==> src/rtl/fau_pkg.sv <==
// Shared types and constants for the framed angle unwrap block.
// No dependencies; imported by fau_align, framed_angle_unwrap_core and the bench files.
`timescale 1ns / 1ps
`default_nettype none

package fau_pkg;

    localparam int FRAME_BYTES = 8;
    localparam int POS_W       = $clog2(FRAME_BYTES);
    localparam int BYTE_W      = 8;
    localparam int ANGLE_W     = 16;
    localparam int TURNS_W     = 16;
    localparam int UNWRAP_W    = 25;

    localparam logic [ANGLE_W-1:0] WRAP_HIGH = 16'd345;
    localparam logic [ANGLE_W-1:0] WRAP_LOW  = 16'd15;
    localparam logic signed [UNWRAP_W-1:0] DEG_PER_TURN = 25'sd360;

    localparam logic signed [TURNS_W-1:0] TURNS_MAX = 16'sh7fff;
    localparam logic signed [TURNS_W-1:0] TURNS_MIN = 16'sh8000;

    localparam logic [BYTE_W-1:0] START_MARKER_RST = 8'd170;
    localparam logic [BYTE_W-1:0] STOP_MARKER_RST  = 8'd85;

    // configuration register map
    localparam int APB_ADDR_W = 3;
    localparam int APB_DATA_W = 32;
    localparam logic REG_START_MARKER = 1'b0;
    localparam logic REG_STOP_MARKER  = 1'b1;

    typedef logic [BYTE_W-1:0] frame_byte_t;

    typedef struct packed {
        logic               found;
        logic [ANGLE_W-1:0] angle;
    } align_result_t;

endpackage

`default_nettype wire

==> src/rtl/fau_align.sv <==
// Frame alignment search: finds the lowest start position preceded by the
// stop marker and extracts the big-endian angle. Depends on fau_pkg.
`timescale 1ns / 1ps
`default_nettype none

module fau_align (
    input  wire fau_pkg::frame_byte_t   frame [fau_pkg::FRAME_BYTES],
    input  wire fau_pkg::frame_byte_t   start_marker,
    input  wire fau_pkg::frame_byte_t   stop_marker,
    output fau_pkg::align_result_t      result
);
    import fau_pkg::*;

    logic [FRAME_BYTES-1:0] hit;
    logic [ANGLE_W-1:0]     cand_angle [FRAME_BYTES];

    for (genvar p = 0; p < FRAME_BYTES; p++) begin : g_pos
        localparam int PrevPos = (p + FRAME_BYTES - 1) % FRAME_BYTES;
        localparam int HiPos   = (p + 1) % FRAME_BYTES;
        localparam int LoPos   = (p + 2) % FRAME_BYTES;

        assign hit[p] = (frame[p] == start_marker) && (frame[PrevPos] == stop_marker);
        assign cand_angle[p] = {frame[HiPos], frame[LoPos]};
    end

    // scan downward so the lowest matching position wins
    always_comb
    begin
        result.found = 1'b0;
        result.angle = '0;
        for (int p = FRAME_BYTES - 1; p >= 0; p--)
        begin
            if (hit[p])
            begin
                result.found = 1'b1;
                result.angle = cand_angle[p];
            end
        end
    end

endmodule

`default_nettype wire

==> src/rtl/framed_angle_unwrap_core.sv <==
// Framed angle unwrap core: input register, alignment and turn update,
// result register. Depends on fau_pkg and fau_align.
//
// Usage:
//   Input channel: in_valid / in_stall with byte0..byte7, one received frame
//   per transfer. Output channel: out_valid / out_stall with angle_raw,
//   turns, unwrapped_angle and frame_found, one result per frame.
//   A frame goes into the input register, then alignment search and the turn
//   update run combinationally into the result register, which raises
//   out_valid. One frame per cycle is sustained while the receiver does not
//   stall; the combinational previous-angle / turn-count update is what sets
//   that rate.
//   When the receiver stalls, the result register holds and the input
//   register fills; in_stall rises only when both are occupied.
//   APB port: start_marker at 0x0, stop_marker at 0x4, written while idle.
//   Reset: markers return to 170 and 85, previous angle and turns to zero,
//   both pipeline registers empty.
`timescale 1ns / 1ps
`default_nettype none

module framed_angle_unwrap_core (
    input  wire                                  clk,
    input  wire                                  rst_n,

    input  wire                                  in_valid,
    output logic                                 in_stall,
    input  wire  [7:0]                           byte0,
    input  wire  [7:0]                           byte1,
    input  wire  [7:0]                           byte2,
    input  wire  [7:0]                           byte3,
    input  wire  [7:0]                           byte4,
    input  wire  [7:0]                           byte5,
    input  wire  [7:0]                           byte6,
    input  wire  [7:0]                           byte7,

    output logic                                 out_valid,
    input  wire                                  out_stall,
    output logic        [fau_pkg::ANGLE_W-1:0]   angle_raw,
    output logic signed [fau_pkg::TURNS_W-1:0]   turns,
    output logic signed [fau_pkg::UNWRAP_W-1:0]  unwrapped_angle,
    output logic                                 frame_found,

    input  wire                                  psel,
    input  wire                                  penable,
    input  wire                                  pwrite,
    input  wire  [fau_pkg::APB_ADDR_W-1:0]       paddr,
    input  wire  [fau_pkg::APB_DATA_W-1:0]       pwdata,
    output logic [fau_pkg::APB_DATA_W-1:0]       prdata,
    output logic                                 pready
);
    import fau_pkg::*;

    // configuration
    frame_byte_t start_marker_reg;
    frame_byte_t stop_marker_reg;
    logic        reg_sel;
    logic        cfg_write;

    assign pready    = 1'b1;
    assign reg_sel   = paddr[2];
    assign cfg_write = psel && penable && pwrite && pready;

    always_ff @(posedge clk or negedge rst_n)
    begin
        if (!rst_n)
        begin
            start_marker_reg <= START_MARKER_RST;
            stop_marker_reg  <= STOP_MARKER_RST;
        end
        else if (cfg_write)
        begin
            case (reg_sel)
                REG_START_MARKER: start_marker_reg <= pwdata[BYTE_W-1:0];
                REG_STOP_MARKER:  stop_marker_reg  <= pwdata[BYTE_W-1:0];
                default:          ;
            endcase
        end
    end

    always_comb
    begin
        case (reg_sel)
            REG_START_MARKER: prdata = {{(APB_DATA_W-BYTE_W){1'b0}}, start_marker_reg};
            REG_STOP_MARKER:  prdata = {{(APB_DATA_W-BYTE_W){1'b0}}, stop_marker_reg};
            default:          prdata = '0;
        endcase
    end

    // handshake
    logic in_valid_reg;
    logic out_valid_reg;
    logic stage_advance;
    logic in_take;

    assign stage_advance = in_valid_reg && (!out_valid_reg || !out_stall);
    assign in_stall      = in_valid_reg && !stage_advance;
    assign in_take       = in_valid && !in_stall;
    assign out_valid     = out_valid_reg;

    always_ff @(posedge clk or negedge rst_n)
    begin
        if (!rst_n)
        begin
            in_valid_reg  <= 1'b0;
            out_valid_reg <= 1'b0;
        end
        else
        begin
            if (in_take)
                in_valid_reg <= 1'b1;
            else if (stage_advance)
                in_valid_reg <= 1'b0;

            if (stage_advance)
                out_valid_reg <= 1'b1;
            else if (!out_stall)
                out_valid_reg <= 1'b0;
        end
    end

    // input register
    frame_byte_t frame_reg [FRAME_BYTES];

    always_ff @(posedge clk)
    begin
        if (in_take)
        begin
            frame_reg[0] <= byte0;
            frame_reg[1] <= byte1;
            frame_reg[2] <= byte2;
            frame_reg[3] <= byte3;
            frame_reg[4] <= byte4;
            frame_reg[5] <= byte5;
            frame_reg[6] <= byte6;
            frame_reg[7] <= byte7;
        end
    end

    align_result_t align;

    fau_align u_align (
        .frame        (frame_reg),
        .start_marker (start_marker_reg),
        .stop_marker  (stop_marker_reg),
        .result       (align)
    );

    // turn tracking
    logic        [ANGLE_W-1:0]  prev_angle_reg;
    logic signed [TURNS_W-1:0]  turn_count_reg;
    logic        [ANGLE_W-1:0]  angle_next;
    logic signed [TURNS_W-1:0]  turn_count_next;
    logic signed [UNWRAP_W-1:0] unwrapped_next;

    always_comb
    begin
        angle_next      = align.found ? align.angle : prev_angle_reg;
        turn_count_next = turn_count_reg;
        if ((prev_angle_reg > WRAP_HIGH) && (angle_next < WRAP_LOW))
        begin
            if (turn_count_reg != TURNS_MAX)
                turn_count_next = turn_count_reg + 16'sd1;
        end
        else if ((prev_angle_reg < WRAP_LOW) && (angle_next > WRAP_HIGH))
        begin
            if (turn_count_reg != TURNS_MIN)
                turn_count_next = turn_count_reg - 16'sd1;
        end
        unwrapped_next = UNWRAP_W'(UNWRAP_W'(turn_count_next) * DEG_PER_TURN)
                       + $signed({{(UNWRAP_W-ANGLE_W){1'b0}}, angle_next});
    end

    always_ff @(posedge clk or negedge rst_n)
    begin
        if (!rst_n)
        begin
            prev_angle_reg <= '0;
            turn_count_reg <= '0;
        end
        else if (stage_advance)
        begin
            prev_angle_reg <= angle_next;
            turn_count_reg <= turn_count_next;
        end
    end

    // result register
    always_ff @(posedge clk)
    begin
        if (stage_advance)
        begin
            angle_raw       <= angle_next;
            turns           <= turn_count_next;
            unwrapped_angle <= unwrapped_next;
            frame_found     <= align.found;
        end
    end

endmodule

`default_nettype wire

==> config.mk <==
export PLATFORM = sky130hd
export DESIGN_NAME = framed_angle_unwrap_core
export DESIGN_NICKNAME = d
export VERILOG_FILES = /design/src/rtl/fau_pkg.sv /design/src/rtl/fau_align.sv /design/src/rtl/framed_angle_unwrap_core.sv
export SDC_FILE = /design/constraint.sdc
export NUM_CORES = 1
export LEC_CHECK = 0
export BUFFER_PORTS_ARGS = -buffer_cell sky130_fd_sc_hd__buf_4
export CAP_MARGIN = 30
export CELL_PAD_IN_SITES_DETAIL_PLACEMENT = 1
export CELL_PAD_IN_SITES_GLOBAL_PLACEMENT = 2
export CORE_MARGIN = 5
export CORE_UTILIZATION = 37
export DETAILED_ROUTE_END_ITERATION = 10
export PLACE_DENSITY_LB_ADDON = 0.1
export SYNTH_ARGS = -nofsm -noshare
export SYNTH_HDL_FRONTEND = slang
export SYNTH_HIERARCHICAL = 1
export SYNTH_SLANG_ARGS = --single-unit
==> constraint.sdc <==
create_clock -name clk -period 9.8 [get_ports clk]
set_clock_uncertainty 0.2 [all_clocks]
set_input_delay 0.49 -clock clk [delete_from_list [all_inputs] [get_ports clk]]
set_output_delay 0.49 -clock clk [all_outputs]
set_load 0.05 [all_outputs]
==> results of run 1 <==
layer usage:
layer | track usage (%) | vias up
li1 | - | 4479
met1 | 31.23 | 4722
met2 | 30.53 | 244
met3 | 3.689 | 25
met4 | 4.282 | 0
met5 | 0 | -
final timing paths:
check	end	slack (ns)	depth (start not counted)
setup reg to reg	unwrapped_angle[22]	0.67	35
hold reg to reg	out_valid	0.31	1
hold / removal	frame_reg[13]	0.03	1
min in group asynchronous	start_marker_reg[4]	0.44	2
setup / recovery	unwrapped_angle[22]	0.67	35
max in group asynchronous	stop_marker_reg[1]	8.48	2
metrics by stage:
stage	hold WS (ns)	util, %
finish	0.02674	46.69
global route	-0.002192	46.69
CTS	0.0001437	45.97
detailed placement	0.2969	42.62
global placement	0.2798	42.54
floorplan	-0.005591	-
cell usage after synthesis, types with 31 or more instances:
master / count
xnor2_1: 101
mux2_2: 40
inv_1: 93
ha_1: 68
a21oi_1: 39
nand2_1: 67
buf_4: 44
dfrtp_1: 42
nand4_1: 31
edfxtp_1: 119
xor2_1: 82
nor2_1: 49
o21ai_0: 45
area by class of cell:
type                            count  area, µm²
Clock buffer                       17      425.4
Clock inverter                     15      168.9
Fill cell                        3604      17300
Inverter                           94      352.8
Multi-Input combinational cell    827       6553
Sequential cell                   169       4866
Tap cell                          442      553.0
Timing Repair Buffer              272       2235
power groups by stage:
stage	registers (mW)	clock network, mW	logic [mW]
5_1_grt	0.993	0.745	0.552
6_report	0.986	0.690	0.511
4_1_cts	0.977	0.710	0.508
2_1_floorplan	0.960	0	0.356
3_3_place_gp	0.994	0	0.476
3_5_place_dp	0.992	0	0.489
cell usage in the layout, fill, tap and decap left out, types with 31 or more instances in the layout:
cell type and n:
mux2_2 40, nand4_1 31, xnor2_1 101, dfrtp_1 35, inv_1 92, nand2_1 67
ha_1 68, buf_4 213, o21ai_0 45, edfxtp_1 119, nor2_1 49, a21oi_1 38
dlygate4sd3_1 56, xor2_1 82
cell families (layout without fill, tap and decap cells):
| logic type | after synthesis | count (layout) | synth area share, % |
|---|---|---|---|
| other | 2 | 25 | 0.06193 |
| flip-flops | 169 | 169 | 39.87 |
| AO/OA/AOI/OAI | 188 | 188 | 10.38 |
| XOR/XNOR | 184 | 184 | 13.35 |
| adder cells (fa/ha/maj) | 96 | 96 | 11.64 |
| buffers and inverters | 168 | 398 | 7.150 |
| multiplexers | 64 | 64 | 5.840 |
| AND/OR/NAND/NOR | 270 | 270 | 11.71 |
critical path, delay by kind of cell, from the launching register on:
kind / cells / cell delay, ns
adder cells (fa/ha/maj): 6 / 2.18
buffers and inverters: 4 / 0.49
AO/OA/AOI/OAI: 13 / 3.09
XOR/XNOR: 4 / 0.65
AND/OR/NAND/NOR: 8 / 1.48
flip-flops: 1 / 0.77
what timing repair did:
item / 4_1_cts / 5_1_grt
hold endpoints to repair: 90 / 7
setup endpoints to repair: 0 / 10
gates resized for setup: 0 / 19
hold buffers: 49 / 7
setup buffers: 0 / 8
==> results_dict.tcl, run 1 <==
set metrics [dict create \
    period_share_pct 93.13 \
    synthTopCellsByArea "edfxtp_1 29%, dfrtp_1 8.7%, xnor2_1 7.3%, ha_1 7.0%, xor2_1 5.9%" \
    worstPathMaxFanout 14 \
    routed_wl_mm 37.07 \
    top_layer_used "met4" \
    final_cells 1836 \
    hold_violations 0 \
    seq_power_share_pct 45.1 \
    hold_class "primary input to register" \
    critPathCaptureType "register" \
    rows 66 \
    clk_path_buf_depth 2 \
    fin_crit_ns 9.127 \
    cap_violations 0 \
    r2r_start "stop_marker_reg[6]" \
    startpoint_type "register" \
    fin_ws_ns 0.6734 \
    pre_cts_slack_ns 0.4120 \
    wl_per_cell_um 20.19 \
    grt_pass1_vias 9789 \
    grt_overflow 0 \
    combPwrFrac_pct 23.4 \
    grt_pass1_wl_mm 57.26 \
    finalMaxSlewViolations 0 \
    die_y_um 191.0 \
    ys_seq_area_share_pct 39.87 \
    port_buffers 147 \
    die_w_um 191.0 \
    worstMarginPinSlew_ns 0.8461 \
    dpl.hpwl_mm 27.70 \
    numPlacedInstances 1739 \
    numCtsBuffers 17 \
    synthFlopType "edfxtp_1" \
    status "finished clean" \
    grt_use_total_pct 20.51 \
    cts_max_level 4 \
    fmaxAchievable_ghz 0.1096 \
    dpl-instance-area_mm2 0.01383 \
    syn_to_final_growth_pct 24.96 \
    via_count 9470 \
    nets 1583 \
    irDropWorstVdd_mv 0.1264 \
    initial_core_util_pct 37.37 \
    syn_area_mm2 0.01213 \
    insertion_delay_ns 0.45 \
    synth_edf_count 119 \
    critPathMaxStageDelay_ns 0.77 \
    yosys.cell_types.count 80 \
    drc_errors 0 \
    dr_wl_met2_mm 15.97 \
    fin_setup_tns_ns 0 \
    switching_share_pct 34.62 \
    syn-mean-instance-area_um2 10.63 \
    grt_max_degree 75 \
    power.internal_mw 1.430 \
    clockRootBuffer "clkbuf_16" \
    crit_slowest_cell "dfstp_4" \
    crit_type "register to register" \
    diodes 0 \
    netlist.area_leader.share_pct 29.47 \
    antenna_found_initial 0 \
    core-area_mm2 0.03245 \
    vias_per_cell 5.158 \
    ys_ff_latch 169 \
    ant_nets 0 \
    slew_headroom_pct 43.59 \
    drtIter0Drc 567 \
    cts_sinks 169 \
    crit_start "stop_marker_reg[6]" \
    switchingPower_mw 0.7574 \
    power.leakage_nw 6.676 \
    clk_pin_slew_worst_paths_ns 0.07 \
    required_ns 9.79 \
    met1_length_mm 18.56 \
    finalPower_mw 2.188 \
    design_area_mm2 0.01515 \
    dieArea_mm2 0.03649 \
    clkPwrFrac_pct 31.6 \
    gp_congestion 0.9111 \
    ys_warn_count 6 \
    largest_reg_flops 64 \
    power_per_cell_area_mw_per_mm2 144.4 \
    firstDrtPassIters 5 \
    drive_gt1_share_pct 24.18 \
    ios 199 \
    met3_length_mm 2.193 \
    async_reset_ff_share_pct 29.59 \
    yosys.area.top_type "edfxtp_1" \
    path_common_cell "ha_1" \
    final-setup-viol-count 0 \
    rsz0062_at_grt "no" \
    crit_arrival_ns 9.12 \
    min_from "byte6[5]" \
    cts_tree "done" \
    syn-instance-count 1141 \
]
No activity file was read; power rests on OpenSTA's default activity.
==> run 2: changes to the inputs <==
--- a/config.mk
+++ b/config.mk
@@ -10,7 +10,7 @@
 export CELL_PAD_IN_SITES_DETAIL_PLACEMENT = 1
 export CELL_PAD_IN_SITES_GLOBAL_PLACEMENT = 2
 export CORE_MARGIN = 5
-export CORE_UTILIZATION = 37
+export CORE_UTILIZATION = 34
 export DETAILED_ROUTE_END_ITERATION = 10
 export PLACE_DENSITY_LB_ADDON = 0.1
 export SYNTH_ARGS = -nofsm -noshare
==> constraint.sdc (replaced) <==
create_clock -name clk -period 7.9 [get_ports clk]
set_clock_uncertainty 0.2 [all_clocks]
set_input_delay 0.395 -clock clk [delete_from_list [all_inputs] [get_ports clk]]
set_output_delay 0.395 -clock clk [all_outputs]
set_load 0.05 [all_outputs]
==> results_dict.tcl, run 2 (synthesis results as in run 1) <==
set metrics [dict create \
    worstMarginPinSlew_ns 0.9686 \
    core-area_mm2 0.03540 \
    design_area_mm2 0.01956 \
    grt.met1_usage_pct 33.82 \
    fin_ws_ns -0.5023 \
    hold_depth 1 \
    crit_type "register to register" \
    period_share_pct 106.4 \
    crit_arrival_ns 8.40 \
    critPathMaxStageDelay_ns 0.57 \
    grt_use_total_pct 23.19 \
    critPathCaptureType "register" \
    drc_errors 0 \
    cpLargestDelayFamily "simple AND/OR/NAND/NOR gates" \
    dpl-instance-area_mm2 0.01611 \
    ios 199 \
    port_buffers 147 \
    clockRootBuffer "clkbuf_16" \
    path_common_cell "buf_4" \
    slew_headroom_pct 35.43 \
    cts_max_level 4 \
    fillers 3816 \
    dpl.hpwl_mm 33.90 \
    fmaxAchievable_ghz 0.1190 \
    cts_sinks 169 \
    dieArea_mm2 0.03954 \
    antenna_found_initial 0 \
    cp.buffers_inverters 9 \
    cts_tree "done" \
    required_ns 7.90 \
    vias_per_cell 5.008 \
    final_common_cell "buf_4" \
    drtIter0Drc 713 \
    initial_core_util_pct 34.26 \
    ant_nets 0 \
    fin_crit_ns 8.402 \
    status "complete, but fails checks" \
    irDropWorstVdd_mv 0.1492 \
    busiest_layer "met2" \
    syn_to_final_growth_pct 61.31 \
    finalMaxSlewViolations 0 \
    final_cell_mix "501 x buf_4, 119 x edfxtp_1, 94 x xnor2_1, 84 x inv_1, 75 x dlygate4sd3_1" \
    worstPathMaxFanout 5 \
    die_y_um 198.9 \
    grt_overflow 0 \
    die_w_um 198.9 \
    hold_class "register to register" \
    numPlacedInstances 2010 \
    startpoint_type "register" \
    fin_setup_tns_ns -4.918 \
    largest_reg_flops 64 \
    drive_gt1_share_pct 49.09 \
    nets 1939 \
    via_count 11073 \
    regArea_mm2 0.004841 \
    grt_max_degree 75 \
    routed_wl_mm 47.21 \
    wl_per_cell_um 21.35 \
    cap_violations 0 \
    hold_violations 0 \
    finalPower_mw 3.112 \
    grt_pass1_vias 11844 \
    rsz0062_at_grt "yes" \
    diodes 0 \
    rows 69 \
    final_cells 2211 \
    crit_slowest_cell "dfstp_2" \
    clk_path_buf_depth 2 \
    clk_pin_slew_worst_paths_ns 0.07 \
    power_per_cell_area_mw_per_mm2 159.1 \
    numCtsBuffers 17 \
    cp_num_cells 41 \
    gp_congestion 0.8785 \
    grt_use_met2_pct 36.60 \
    grt_pass1_wl_mm 69.64 \
    final-setup-viol-count 12 \
    grt_use_met3_pct 3.388 \
    firstDrtPassIters 5 \
    violations "negative setup slack" \
    multi_input_area_mm2 0.007896 \
    worstRegToRegCells 41 \
    power.leakage_nw 8.663 \
    hold_ws_ns 0.2946 \
    insertion_delay_ns 0.45 \
]
[run 2: cell count changes in the layout (fill, tap and decap cells not counted), sizes merged]
cell / delta
buf: +333
inv: -7
clkinvlp: +2
clkbuf: +3
dlygate4sd3: +19
o211ai: +1
clkinv: +2
bufinv: +3
[run 2: cell type report]
class | count | share of cell area [%]
Clock buffer | 17 | 2.175
Sequential cell | 169 | 24.75
Inverter | 94 | 1.804
Clock inverter | 15 | 1.011
Tap cell | 461 | 2.949
Timing Repair Buffer | 627 | 26.95
Multi-Input combinational cell | 828 | 40.37
[run 2: power breakdown]
part / switching [mW] / total, mW / internal [mW]
Clock: 0.394 / 0.924 / 0.531
Combinational: 0.567 / 1.06 / 0.492
Sequential: 0.0872 / 1.13 / 1.04
Total: 1.05 / 3.11 / 2.06
[run 2: final timing paths]
check	end	from	slack, ns
worst max-delay path	unwrapped_angle[21]	start_marker_reg[1]	-0.50
worst min-delay path	out_valid	in_valid_reg	0.29
min in group asynchronous	start_marker_reg[0]	rst_n	0.35
max in group asynchronous	prev_angle_reg[0]	rst_n	6.62
worst max register to register	unwrapped_angle[21]	start_marker_reg[1]	-0.50
worst min register to register	out_valid	in_valid_reg	0.29
[run 2: worst reg2reg max path: cells and delay by family (launching register included)]
family | cells | cell delay, ns
and+or+nand+nor | 13 | 2.28
adders and majority gates | 6 | 1.76
buffers and inverters | 9 | 1.17
AOI/OAI and AO/OA | 9 | 1.66
xor gates and xnor gates | 4 | 0.52
DFF | 1 | 0.57
[run 2: through the flow]
step	setup slack (ns)	utilization [%]
after global placement	-0.7206	45.51
final	-0.5023	55.26
after detailed placement	-0.8931	45.51
after global routing	-0.8947	55.26
after CTS	-0.4207	51.88
after floorplan	-0.01032	-
[run 2: metal layers]
| layer | part of all wire [%] | vias to the layer above |
|---|---|---|
| met5 | 0 | - |
| met4 | 1.6 | 0 |
| met3 | 4.4 | 59 |
| met2 | 46 | 267 |
| met1 | 48 | 5554 |
| li1 | - | 5193 |
[run 2: repair_timing]
action,in CTS,in global routing
gates cloned,0,4
hold buffers,75,0
pin swaps,63,98
buffers inserted,43,49
gates resized for setup,111,124
endpoints found under the hold margin,121,0
setup endpoints to repair,14,14
==> run 3: changes to the inputs <==
--- a/config.mk
+++ b/config.mk
@@ -5,13 +5,13 @@
 export SDC_FILE = /design/constraint.sdc
 export NUM_CORES = 1
 export LEC_CHECK = 0
-export BUFFER_PORTS_ARGS = -buffer_cell sky130_fd_sc_hd__buf_4
 export CAP_MARGIN = 30
 export CELL_PAD_IN_SITES_DETAIL_PLACEMENT = 1
 export CELL_PAD_IN_SITES_GLOBAL_PLACEMENT = 2
 export CORE_MARGIN = 5
-export CORE_UTILIZATION = 34
+export CORE_UTILIZATION = 38
 export DETAILED_ROUTE_END_ITERATION = 10
+export DONT_BUFFER_PORTS = 1
 export PLACE_DENSITY_LB_ADDON = 0.1
 export SYNTH_ARGS = -nofsm -noshare
 export SYNTH_HDL_FRONTEND = slang
==> results_dict.tcl, run 3 (synthesis results as in run 1) <==
set metrics [dict create \
    status "complete, but fails checks" \
    violations "negative setup slack" \
    cp.buffers_inverters 8 \
    grt_pass1_wl_mm 68.68 \
    numPlacedInstances 1778 \
    firstDrtPassIters 4 \
    gp_congestion 0.9530 \
    antenna_found_initial 1 \
    startpoint_type "register" \
    diodes 0 \
    hold_violations 0 \
    power.leakage_nw 7.937 \
    wl_per_cell_um 23.10 \
    die_w_um 188.6 \
    dpl-instance-area_mm2 0.01470 \
    clockRootBuffer "clkbuf_16" \
    final_cells 1998 \
    port_buffers 0 \
    routed_wl_mm 46.16 \
    final_common_cell "buf_4" \
    cts_tree "done" \
    fin_crit_ns 8.530 \
    power_per_cell_area_mw_per_mm2 163.8 \
    ant_nets 0 \
    finalPower_mw 2.977 \
    die_y_um 188.6 \
    ios 199 \
    finalMaxSlewViolations 0 \
    vias_per_cell 5.276 \
    grt_pass1_vias 11383 \
    hold_ws_ns 0.2276 \
    clk_pin_slew_worst_paths_ns 0.09 \
    critPathCaptureType "register" \
    irDropWorstVdd_mv 0.1647 \
    dpl.hpwl_mm 32.07 \
    dieArea_mm2 0.03559 \
    final-setup-viol-count 13 \
    critPathMaxStageDelay_ns 0.65 \
    grt_overflow 0 \
    initial_core_util_pct 38.43 \
    rsz0062_at_grt "yes" \
    drc_errors 0 \
    fin_util_pct 57.61 \
    hold_class "primary input to asynchronous set/reset pin" \
    rows 65 \
    drtIter0Drc 588 \
    design_area_mm2 0.01818 \
    crit_arrival_ns 8.55 \
    slew_headroom_pct 36.03 \
    largest_reg_flops 64 \
    cpLargestDelayFamily "compound AO/OA/AOI/OAI gates" \
    path_common_cell "buf_4" \
    crit_slowest_cell "dfstp_2" \
    cts_sinks 169 \
    drive_gt1_share_pct 43.17 \
    core-area_mm2 0.03156 \
    period_share_pct 108.0 \
    worstMarginPinSlew_ns 0.9596 \
    grt_max_degree 75 \
    fillers 3338 \
    fmaxAchievable_ghz 0.1172 \
    required_ns 7.92 \
    numCtsBuffers 17 \
    via_count 10542 \
    nets 1785 \
    final_cell_mix "349 x buf_4, 119 x edfxtp_1, 87 x xnor2_1, 83 x inv_1, 76 x dlygate4sd3_1" \
    syn_to_final_growth_pct 49.90 \
    fin_ws_ns -0.6296 \
    clk_path_buf_depth 2 \
    worstPathMaxFanout 6 \
    crit_type "register to register" \
    insertion_delay_ns 0.47 \
    cap_violations 0 \
    grt_use_total_pct 25.29 \
    cts_max_level 4 \
]
[run 3: changes by cell type in the layout (fill, tap and decap cells not counted), sizes merged]
cell         change
buf            -151
bufinv           -2
clkbuf           -3
clkinv           -2
clkinvlp         -2
dlygate4sd3      +1
inv              +6
o211ai           -1
[run 3: final timing paths]
| check | startpoint | slack [ns] | cells past startpoint | end |
|---|---|---|---|---|
| worst max-delay path | stop_marker_reg[2] | -0.63 | 39 | unwrapped_angle[22] |
| worst min-delay path | rst_n | 0.23 | 2 | start_marker_reg[0] |
| worst max register to register | stop_marker_reg[2] | -0.63 | 39 | unwrapped_angle[22] |
| worst min register to register | in_valid_reg | 0.31 | 1 | out_valid |
| max in group asynchronous | rst_n | 6.96 | 2 | prev_angle_reg[3] |
| min in group clk | paddr[2] | 0.31 | 2 | stop_marker_reg[3] |
[run 3: power by group]
group | internal, mW | switching [mW]
registers | 1.04 | 0.178
clock network | 0.479 | 0.417
logic | 0.403 | 0.456
[run 3: per-stage QoR]
step	setup TNS (ns)	setup WS, ns
final	-6.479	-0.6296
after global routing	-10.43	-0.9068
after CTS	-3.287	-0.3603
after detailed placement	-10.82	-1.008
after global placement	-9.707	-0.8760
after floorplan	-0.01795	-0.01032
[run 3: what timing repair did]
action	4_1_cts	5_1_grt
buffers inserted	103	13
cloned	1	0
pin swaps	69	53
gates resized for setup	138	86
endpoints found under the setup margin	15	16
endpoints found under the hold margin	132	0
hold buffers	77	0
[run 3: area by class of cell]
type | count | area, µm² | area share (%)
well taps | 402 | 503.0 | 2.767
clock buffers | 17 | 425.4 | 2.340
clock inverters | 15 | 176.4 | 0.9705
inverters | 94 | 356.6 | 1.962
multi-input cells | 827 | 7789 | 42.85
repair buffers | 474 | 4088 | 22.49
flip-flops and latches | 169 | 4840 | 26.62
[run 3: metal layers]
metal  vias to the layer above  wire (µm)  track usage (%)
met5                         -          0                0
met4                         0        694            5.746
met3                        49       2693            5.873
met2                       303      21750            40.88
met1                      5300      21020            34.77
li1                       4890          -                -
